## src/design/lps_pkg.sv

```systemverilog
// shared types, codes and constants of the link probe sequencer
package lps_pkg;

    localparam int DEF_STEP_COUNT    = 12;
    localparam int DEF_CAPTURE_DEPTH = 256;

    localparam logic [15:0] RST_INITIAL_DELAY   = 16'd150;
    localparam logic [15:0] RST_RESPONSE_WINDOW = 16'd800;
    localparam logic [15:0] RST_INTER_STEP      = 16'd120;
    localparam logic [3:0]  RST_STANDARD_LAST   = 4'd7;

    localparam logic [15:0] COUNT_MAX    = 16'hFFFF;
    localparam logic [15:0] OFFSET_UNSET = 16'hFFFF;

    // configuration register indexes
    localparam logic [1:0] CFG_INITIAL_DELAY   = 2'd0;
    localparam logic [1:0] CFG_RESPONSE_WINDOW = 2'd1;
    localparam logic [1:0] CFG_INTER_STEP      = 2'd2;
    localparam logic [1:0] CFG_STANDARD_LAST   = 2'd3;

    typedef enum logic [2:0] {
        CMD_TICK      = 3'd0,
        CMD_RX_BYTE   = 3'd1,
        CMD_START     = 3'd2,
        CMD_READ_STEP = 3'd3,
        CMD_READ_BYTE = 3'd4
    } t_cmd;

    typedef enum logic [1:0] {
        EV_NONE     = 2'd0,
        EV_SEND     = 2'd1,
        EV_FINISHED = 2'd2,
        EV_READ     = 2'd3
    } t_event;

    typedef enum logic [1:0] {
        PH_IDLE      = 2'd0,
        PH_WAIT_SEND = 2'd1,
        PH_WINDOW    = 2'd2,
        PH_DONE      = 2'd3
    } t_phase;

    typedef struct packed {
        logic [15:0] initial_delay_ms;
        logic [15:0] response_window_ms;
        logic [15:0] inter_step_ms;
        logic [3:0]  standard_last_step;
    } t_cfg;

    typedef struct packed {
        t_event      event_res;
        logic [3:0]  send_step;
        logic        done_res;
        logic        found_reply;
        logic [3:0]  first_reply_step;
        logic [3:0]  steps_sent;
        logic [15:0] bytes_total;
        logic [8:0]  bytes_stored;
        logic [15:0] step_byte_count;
        logic [15:0] step_first_offset;
        logic        rd_ok;
    } t_result;

endpackage

```

## src/design/lps_capture_mem.sv

```systemverilog
// capture store: one write port, one registered read port
module lps_capture_mem #(
    parameter int DEPTH = lps_pkg::DEF_CAPTURE_DEPTH,
    parameter int AW    = 8
) (
    input  logic          i_clk,
    input  logic          i_wr_en,
    input  logic [AW-1:0] i_wr_addr,
    input  logic [7:0]    i_wr_data,
    input  logic          i_rd_en,
    input  logic [AW-1:0] i_rd_addr,
    output logic [7:0]    o_rd_data
);

    logic [7:0] r_mem [DEPTH];
    logic [7:0] r_rd_data;

    always_ff @(posedge i_clk) begin
        if (i_wr_en) begin
            r_mem[i_wr_addr] <= i_wr_data;
        end
    end

    always_ff @(posedge i_clk) begin
        if (i_rd_en) begin
            r_rd_data <= r_mem[i_rd_addr];
        end
    end

    assign o_rd_data = r_rd_data;

endmodule

```

## src/design/lps_core.sv

```systemverilog
// probe state machine, counters and per-step records
module lps_core #(
    parameter int STEP_COUNT    = lps_pkg::DEF_STEP_COUNT,
    parameter int CAPTURE_DEPTH = lps_pkg::DEF_CAPTURE_DEPTH,
    parameter int AW            = 8
) (
    input  logic             i_clk,
    input  logic             i_rst_n,
    input  logic             i_fire,
    input  logic [2:0]       i_cmd,
    input  logic [7:0]       i_idx,
    input  lps_pkg::t_cfg    i_cfg,
    output lps_pkg::t_result o_res,
    output logic             o_wr_en,
    output logic [AW-1:0]    o_wr_addr
);

    localparam int SIW = (STEP_COUNT > 1) ? $clog2(STEP_COUNT) : 1;
    localparam int CW  = $clog2(CAPTURE_DEPTH + 1);
    localparam logic [3:0]    STEP_LIM  = 4'(STEP_COUNT);
    localparam logic [7:0]    STEP_LIM8 = 8'(STEP_COUNT);
    localparam logic [CW-1:0] DEPTH_C   = CW'(CAPTURE_DEPTH);
    localparam logic [15:0]   DEPTH_16  = 16'(CAPTURE_DEPTH);

    lps_pkg::t_phase r_phase, n_phase;
    logic [15:0]   r_countdown, n_countdown;
    logic [3:0]    r_next_step, n_next_step;
    logic [3:0]    r_last_sent, n_last_sent;
    logic [15:0]   r_total, n_total;
    logic [CW-1:0] r_stored, n_stored;
    logic [3:0]    r_first_reply, n_first_reply;
    logic          r_finished, n_finished;
    logic          r_found, n_found;
    // count and offset of the step last requested, mirrored into the tables
    logic [15:0]   r_cur_count, n_cur_count;
    logic [15:0]   r_cur_offset, n_cur_offset;
    logic [15:0]   r_step_count  [STEP_COUNT];
    logic [15:0]   r_step_offset [STEP_COUNT];

    logic        clear_run;
    logic        step_wr;
    logic        active;
    logic [15:0] cd_dec;

    always_ff @(posedge i_clk) begin
        if (!i_rst_n) begin
            r_phase       <= lps_pkg::PH_IDLE;
            r_countdown   <= 16'd0;
            r_next_step   <= 4'd0;
            r_last_sent   <= STEP_LIM;
            r_total       <= 16'd0;
            r_stored      <= '0;
            r_first_reply <= STEP_LIM;
            r_finished    <= 1'b0;
            r_found       <= 1'b0;
            r_cur_count   <= 16'd0;
            r_cur_offset  <= lps_pkg::OFFSET_UNSET;
        end else if (i_fire) begin
            r_phase       <= n_phase;
            r_countdown   <= n_countdown;
            r_next_step   <= n_next_step;
            r_last_sent   <= n_last_sent;
            r_total       <= n_total;
            r_stored      <= n_stored;
            r_first_reply <= n_first_reply;
            r_finished    <= n_finished;
            r_found       <= n_found;
            r_cur_count   <= n_cur_count;
            r_cur_offset  <= n_cur_offset;
        end
    end

    always_ff @(posedge i_clk) begin
        if (!i_rst_n || (i_fire && clear_run)) begin
            for (int i = 0; i < STEP_COUNT; i++) begin
                r_step_count[i]  <= 16'd0;
                r_step_offset[i] <= lps_pkg::OFFSET_UNSET;
            end
        end else if (i_fire && step_wr) begin
            r_step_count[r_last_sent[SIW-1:0]]  <= n_cur_count;
            r_step_offset[r_last_sent[SIW-1:0]] <= n_cur_offset;
        end
    end

    always_comb begin
        n_phase       = r_phase;
        n_countdown   = r_countdown;
        n_next_step   = r_next_step;
        n_last_sent   = r_last_sent;
        n_total       = r_total;
        n_stored      = r_stored;
        n_first_reply = r_first_reply;
        n_finished    = r_finished;
        n_found       = r_found;
        n_cur_count   = r_cur_count;
        n_cur_offset  = r_cur_offset;
        clear_run     = 1'b0;
        step_wr       = 1'b0;
        o_wr_en       = 1'b0;
        cd_dec        = (r_countdown != 16'd0) ? r_countdown - 16'd1 : 16'd0;
        active        = (r_phase == lps_pkg::PH_WAIT_SEND) || (r_phase == lps_pkg::PH_WINDOW);

        o_res                   = '0;
        o_res.event_res         = lps_pkg::EV_NONE;
        o_res.step_first_offset = lps_pkg::OFFSET_UNSET;

        case (lps_pkg::t_cmd'(i_cmd))
            lps_pkg::CMD_TICK: begin
                if (active) begin
                    n_countdown = cd_dec;
                    if (cd_dec == 16'd0) begin
                        if (r_phase == lps_pkg::PH_WAIT_SEND) begin
                            if (r_next_step >= STEP_LIM) begin
                                n_phase         = lps_pkg::PH_DONE;
                                n_finished      = 1'b1;
                                n_found         = (r_total != 16'd0);
                                o_res.event_res = lps_pkg::EV_FINISHED;
                            end else begin
                                o_res.send_step = r_next_step;
                                o_res.event_res = lps_pkg::EV_SEND;
                                n_last_sent     = r_next_step;
                                n_next_step     = r_next_step + 4'd1;
                                n_phase         = lps_pkg::PH_WINDOW;
                                n_countdown     = i_cfg.response_window_ms;
                                n_cur_count     = 16'd0;
                            end
                        end else if ((r_last_sent < STEP_LIM) &&
                                     (((r_last_sent == i_cfg.standard_last_step) &&
                                       (r_total != 16'd0)) ||
                                      ((r_last_sent > i_cfg.standard_last_step) &&
                                       (r_cur_count != 16'd0)))) begin
                            n_phase         = lps_pkg::PH_DONE;
                            n_finished      = 1'b1;
                            n_found         = 1'b1;
                            o_res.event_res = lps_pkg::EV_FINISHED;
                        end else begin
                            n_phase     = lps_pkg::PH_WAIT_SEND;
                            n_countdown = i_cfg.inter_step_ms;
                        end
                    end
                end
            end
            lps_pkg::CMD_RX_BYTE: begin
                if (active) begin
                    if (r_total != lps_pkg::COUNT_MAX) begin
                        n_total = r_total + 16'd1;
                    end
                    if (r_last_sent < STEP_LIM) begin
                        step_wr = 1'b1;
                        if (r_cur_count == 16'd0) begin
                            n_cur_offset = 16'(r_stored);
                        end
                        if (r_cur_count != lps_pkg::COUNT_MAX) begin
                            n_cur_count = r_cur_count + 16'd1;
                        end
                        if (r_first_reply >= STEP_LIM) begin
                            n_first_reply = r_last_sent;
                        end
                    end
                    // bytes past the store's capacity are counted, not kept
                    if (r_stored < DEPTH_C) begin
                        o_wr_en  = 1'b1;
                        n_stored = r_stored + CW'(1);
                    end
                end
            end
            lps_pkg::CMD_START: begin
                clear_run     = 1'b1;
                n_phase       = lps_pkg::PH_WAIT_SEND;
                n_countdown   = i_cfg.initial_delay_ms;
                n_next_step   = 4'd0;
                n_last_sent   = STEP_LIM;
                n_total       = 16'd0;
                n_stored      = '0;
                n_first_reply = STEP_LIM;
                n_finished    = 1'b0;
                n_found       = 1'b0;
                n_cur_count   = 16'd0;
                n_cur_offset  = lps_pkg::OFFSET_UNSET;
            end
            lps_pkg::CMD_READ_STEP: begin
                o_res.event_res = lps_pkg::EV_READ;
                if (i_idx < STEP_LIM8) begin
                    o_res.step_byte_count   = r_step_count[i_idx[SIW-1:0]];
                    o_res.step_first_offset = r_step_offset[i_idx[SIW-1:0]];
                end
            end
            lps_pkg::CMD_READ_BYTE: begin
                o_res.event_res = lps_pkg::EV_READ;
                o_res.rd_ok     = (16'(i_idx) < 16'(r_stored)) && (16'(i_idx) < DEPTH_16);
            end
            default: begin
            end
        endcase

        o_res.done_res         = n_finished;
        o_res.found_reply      = n_found;
        o_res.first_reply_step = n_first_reply;
        o_res.steps_sent       = n_next_step;
        o_res.bytes_total      = n_total;
        o_res.bytes_stored     = 9'(n_stored);
    end

    assign o_wr_addr = AW'(r_stored);

endmodule

```

## src/design/link_probe_sequencer.sv

```systemverilog
// top level of the link probe sequencer: channels, config registers, result register
//
//   channel   direction  handshake               payload
//   in        to block   i_in_valid/o_in_stall   i_command, i_rx_byte, i_index
//   out       from block o_out_valid/i_out_stall o_event_res ... o_captured_byte
//   cfg       to block   i_cfg_valid/o_cfg_ready i_cfg_index, i_cfg_data
//
// one transaction per cycle in and out unless the out channel stalls; results are registered
// the input register feeds the state update and the capture store read, whose
// registered read data joins the result register
// synchronous active-low reset; no clearing pass, the capture store is left as is
// a stalled result holds in the result register while one more input waits in the
// input register; o_in_stall rises only when both are full
module link_probe_sequencer #(
    parameter int STEP_COUNT    = lps_pkg::DEF_STEP_COUNT,
    parameter int CAPTURE_DEPTH = lps_pkg::DEF_CAPTURE_DEPTH
) (
    input  logic        i_clk,
    input  logic        i_rst_n,
    input  logic        i_in_valid,
    output logic        o_in_stall,
    input  logic [2:0]  i_command,
    input  logic [7:0]  i_rx_byte,
    input  logic [7:0]  i_index,
    output logic        o_out_valid,
    input  logic        i_out_stall,
    output logic [1:0]  o_event_res,
    output logic [3:0]  o_send_step,
    output logic        o_done_res,
    output logic        o_found_reply,
    output logic [3:0]  o_first_reply_step,
    output logic [3:0]  o_steps_sent,
    output logic [15:0] o_bytes_total,
    output logic [8:0]  o_bytes_stored,
    output logic [15:0] o_step_byte_count,
    output logic [15:0] o_step_first_offset,
    output logic [7:0]  o_captured_byte,
    input  logic        i_cfg_valid,
    output logic        o_cfg_ready,
    input  logic [1:0]  i_cfg_index,
    input  logic [15:0] i_cfg_data
);

    localparam int AW = (CAPTURE_DEPTH > 1) ? $clog2(CAPTURE_DEPTH) : 1;

    lps_pkg::t_cfg    r_cfg;
    lps_pkg::t_result core_res;
    lps_pkg::t_result r_res;

    logic          r_in_valid;
    logic [2:0]    r_command;
    logic [7:0]    r_rx_byte;
    logic [7:0]    r_index;
    logic          r_out_valid;
    logic          advance;
    logic          fire;
    logic          in_accept;
    logic          wr_en;
    logic [AW-1:0] wr_addr;
    logic [7:0]    rd_data;

    assign advance    = !r_out_valid || !i_out_stall;
    assign fire       = r_in_valid && advance;
    assign o_in_stall = r_in_valid && !advance;
    assign in_accept  = i_in_valid && !o_in_stall;

    always_ff @(posedge i_clk) begin
        if (!i_rst_n) begin
            r_cfg.initial_delay_ms   <= lps_pkg::RST_INITIAL_DELAY;
            r_cfg.response_window_ms <= lps_pkg::RST_RESPONSE_WINDOW;
            r_cfg.inter_step_ms      <= lps_pkg::RST_INTER_STEP;
            r_cfg.standard_last_step <= lps_pkg::RST_STANDARD_LAST;
        end else if (i_cfg_valid) begin
            case (i_cfg_index)
                lps_pkg::CFG_INITIAL_DELAY:   r_cfg.initial_delay_ms   <= i_cfg_data;
                lps_pkg::CFG_RESPONSE_WINDOW: r_cfg.response_window_ms <= i_cfg_data;
                lps_pkg::CFG_INTER_STEP:      r_cfg.inter_step_ms      <= i_cfg_data;
                lps_pkg::CFG_STANDARD_LAST:   r_cfg.standard_last_step <= i_cfg_data[3:0];
                default: begin
                end
            endcase
        end
    end

    assign o_cfg_ready = 1'b1;

    always_ff @(posedge i_clk) begin
        if (!i_rst_n) begin
            r_in_valid <= 1'b0;
        end else if (in_accept) begin
            r_in_valid <= 1'b1;
        end else if (fire) begin
            r_in_valid <= 1'b0;
        end
    end

    always_ff @(posedge i_clk) begin
        if (in_accept) begin
            r_command <= i_command;
            r_rx_byte <= i_rx_byte;
            r_index   <= i_index;
        end
    end

    always_ff @(posedge i_clk) begin
        if (!i_rst_n) begin
            r_out_valid <= 1'b0;
        end else if (advance) begin
            r_out_valid <= r_in_valid;
        end
    end

    always_ff @(posedge i_clk) begin
        if (fire) begin
            r_res <= core_res;
        end
    end

    lps_core #(
        .STEP_COUNT    (STEP_COUNT),
        .CAPTURE_DEPTH (CAPTURE_DEPTH),
        .AW            (AW)
    ) u_core (
        .i_clk     (i_clk),
        .i_rst_n   (i_rst_n),
        .i_fire    (fire),
        .i_cmd     (r_command),
        .i_idx     (r_index),
        .i_cfg     (r_cfg),
        .o_res     (core_res),
        .o_wr_en   (wr_en),
        .o_wr_addr (wr_addr)
    );

    lps_capture_mem #(
        .DEPTH (CAPTURE_DEPTH),
        .AW    (AW)
    ) u_mem (
        .i_clk     (i_clk),
        .i_wr_en   (fire && wr_en),
        .i_wr_addr (wr_addr),
        .i_wr_data (r_rx_byte),
        .i_rd_en   (fire),
        .i_rd_addr (AW'(r_index)),
        .o_rd_data (rd_data)
    );

    assign o_out_valid         = r_out_valid;
    assign o_event_res         = r_res.event_res;
    assign o_send_step         = r_res.send_step;
    assign o_done_res          = r_res.done_res;
    assign o_found_reply       = r_res.found_reply;
    assign o_first_reply_step  = r_res.first_reply_step;
    assign o_steps_sent        = r_res.steps_sent;
    assign o_bytes_total       = r_res.bytes_total;
    assign o_bytes_stored      = r_res.bytes_stored;
    assign o_step_byte_count   = r_res.step_byte_count;
    assign o_step_first_offset = r_res.step_first_offset;
    assign o_captured_byte     = r_res.rd_ok ? rd_data : 8'h00;

endmodule

```

## config.mk

```make
export PLATFORM = sky130hd
export DESIGN_NAME = link_probe_sequencer
export DESIGN_NICKNAME = d
export VERILOG_FILES = /design/src/design/lps_pkg.sv /design/src/design/lps_capture_mem.sv /design/src/design/lps_core.sv /design/src/design/link_probe_sequencer.sv
export SDC_FILE = /design/constraint.sdc
export NUM_CORES = 2
export LEC_CHECK = 0
export BUFFER_PORTS_ARGS = -buffer_cell sky130_fd_sc_hd__buf_2
export CAP_MARGIN = 0
export CORE_MARGIN = 4
export CORE_UTILIZATION = 35
export CTS_CLUSTER_SIZE = 40
export DETAILED_ROUTE_END_ITERATION = 16
export HOLD_SLACK_MARGIN = 0.1
export SLEW_MARGIN = 20
export SYNTH_ARGS = -nofsm -noshare
export SYNTH_HDL_FRONTEND = slang
export SYNTH_SLANG_ARGS = --single-unit
```

## constraint.sdc

```tcl
create_clock -name i_clk -period 4.1 [get_ports i_clk]
set_clock_uncertainty 0.05 [all_clocks]
set_input_delay 0 -clock i_clk [delete_from_list [all_inputs] [get_ports i_clk]]
set_output_delay 0 -clock i_clk [all_outputs]
set_load 0.01 [all_outputs]
```

==> results.ini <==
[timing]
max-slew-margin-rel=0.193
maxSlewViolCount=0
hold_viol=0
rsz0062_at_grt=false
tightest_slew_ps=1210
min_period_ps=4000
fmax_mhz=250
final.setup.worst_slack_ps=103
setup-tns-final_ps=0
period_share=0.975
finalSetupViolations=0

[logic_synthesis]
synth.area.top_cells=edfxtp_1, mux4_2, dfxtp_1
syn_nets=6080
ys_seq_area_frac=0.734
netlist.area_leader.share=0.707
synthFlopType=edfxtp_1
synth_edf_count=2533
synth_largest_area_cell=edfxtp_1
synth_commonest_cells=edfxtp_1, mux4_2, nor2_1, nand2_1, clkbuf_1
yosysWarnings=0
syn_inst=6015
synth_seq_cells=2676
postSynthAreaPerCell_um2=17.9
netlist_area_mm2=0.108
yosysMostFrequentCell=edfxtp_1
synthArstFlopShare=0
synth.distinct_cells=82

[setup_path]
r2r-end=u_mem.o_rd_data[4]$_DFFE_PP_
crit_fanout=17
r2r_cells=9
rrSetupSlack_ps=100
startpoint=r_index[0]$_DFFE_PP_
required_ps=4630
worstSetupStartpointType=register
cp-endpoint=u_mem.o_rd_data[4]$_DFFE_PP_
end_kind=register
worstPathArrival_ps=4520
critPathKind=register to register
reg2reg_from=r_index[0]$_DFFE_PP_

[die]
rows=203
io_pins=126
start_util=0.352
coreArea_mm2=0.306
die_h_um=562
die_w_um=562
die_area_mm2=0.316

[clocking]
htree_levels=5
cts_sinks=2676
clock_path_buffers=4
cts_setup_buffers=0
clock_latency_ps=830
cts.clk_slew.worst_paths_ps=60
cts_root_buf=clkbuf_16
cts_inserted_buffers=279
cts_tree=built

[flow_run]
drv_cap=0

[routing]
detail-route-antenna-nets=0
drc_errors=0
viasPerCell=5.47
firstDrtPassIters=5
first_iter_violations=6584
num_vias=59600
detail_route.wl_per_cell_um=26.9
drt-total-wl_um=293000

[place]
io_buffers=124
hpwl_um=184000
placed_area_mm2=0.116
place_ws_ps=16.4
gp_congestion=0.840

[power_and_ir_drop]
max-vdd-ir-drop_mv=0.272
combPwrFrac=0.055
net-switching-power_mw=12.4
p_clk_frac=0.421
p_seq_frac=0.525
p_leak_nw=39.2
power_density_mw_per_mm2=459
p_int_mw=45.1
swShare=0.215

[global_route]
grt_use_total=0.181
grt-ovfl-total=0
grt_pass1_wl_um=425000
grt_pass1_vias=60000
antenna_found_initial=11
grt_max_degree=176

[worst_hold_path]
holdCritPathClass=input pin to register

[final_layout]
area_growth_pct=16.6
design_area_mm2=0.125
final_layout_size_suffix_gt1_frac=0.258
nNetsFinal=6658

[status]
status=completed

-- metal layers --
metal	track usage	share of wire
met1	0.250	0.41
met2	0.292	0.48
met3	0.0294	0.077
met4	0.0650	0.039
met5	0	0.00026
-- critical path: stages, from the launching register on --
cell      delay [ps]
edfxtp_1         390
buf_12           190
buf_4            370
mux4_2           570
a22o_1           230
a221oi_1         480
o22ai_1          240
nor3_1           700
o22ai_1          180
or3_1            340
-- flip-flops by register name, indices dropped and copies added (netlist names), 9 cells and up --
name and cells:
u_core.r_countdown 16, o_step_byte_count 16, o_bytes_stored 9, u_mem.r_mem 2048, u_core.r_cur_offset 16, u_core.r_stored 9
u_core.r_step_count 192, r_cfg 52, u_core.r_step_offset 192, o_step_first_offset 16, o_bytes_total 16, u_core.r_total 16
u_core.r_cur_count 16
-- layout make-up --
class / instances / area, um2
Inverter: 38 / 148
Sequential cell: 2676 / 78900
Multi-Input combinational cell: 2822 / 26200
Tap cell: 4100 / 5130
Clock buffer: 352 / 7530
Antenna cell: 3 / 7.51
Clock inverter: 126 / 1040
Fill cell: 27100 / 180000
Timing Repair Buffer: 776 / 6370
-- worst min path at each step --
stage	cells past startpoint	slack (ps)	endpoint	start
after global routing	4	290	u_core.r_cur_offset[8]$_SDFFE_PN1P_	i_rst_n
after global placement	1	130	r_rx_byte[1]$_DFFE_PP_	i_rx_byte[1]
after floorplan	0	50	r_command[0]$_DFFE_PP_	i_command[0]
after detailed placement	1	130	r_rx_byte[6]$_DFFE_PP_	i_rx_byte[6]
final	4	310	u_core.r_cur_offset[8]$_SDFFE_PN1P_	i_rst_n
after CTS	6	270	u_core.r_total[9]$_SDFFE_PN0P_	i_rst_n
-- through the flow --
step | power (mW) | cells | util | hold WS (ps)
2_1_floorplan | 32.6 | 6015 | - | 48.9
3_3_place_gp | 33.8 | 10300 | 0.379 | 131
3_5_place_dp | 33.9 | 10300 | 0.379 | 128
4_1_cts | 58.0 | 10900 | 0.410 | 266
5_1_grt | 59.3 | 10900 | 0.410 | 289
6_report | 57.5 | 10900 | 0.410 | 315
-- power groups by stage --
stage	Clock [mW]	Combinational, mW	Sequential (mW)
detailed placement	0	3.11	30.7
floorplan	0	1.72	30.9
finish	24.2	3.15	30.2
CTS	24.6	3.19	30.2
global placement	0	3.07	30.7
global route	25.8	3.34	30.2
-- timing repair --
action	CTS	global route
resized for setup	0	1
endpoints found under the setup margin	0	1
hold endpoints to repair	278	0
hold buffers	96	0
-- cells in the final DEF, fill, tap and decap left out, types with 55 or more instances in the layout --
cell and instances:
edfxtp_1 2533, mux4_2 638, nor2_1 562, buf_4 507, nand2_1 495, clkbuf_16 291
a21oi_1 164, dfxtp_1 143, a22oi_1 126, buf_2 124, nand3_1 100, dlygate4sd3_1 96
nor3_1 78, mux2i_1 63, o21ai_0 61, clkbuf_1 59, clkinv_1 55
-- cell families (layout without fill, tap and decap cells) --
logic type      Yosys count  after routing  synth area share
mux                     718            718             0.141
fa+ha+maj                23             23           0.00268
other cells               1              4         0.0000349
compound gates          641            641            0.0411
buf+inv                 517           1292            0.0231
flops                  2676           2676             0.734
simple gates           1425           1425            0.0567
xor+xnor                 14             14           0.00114
No activity file was read; power rests on OpenSTA's default activity.
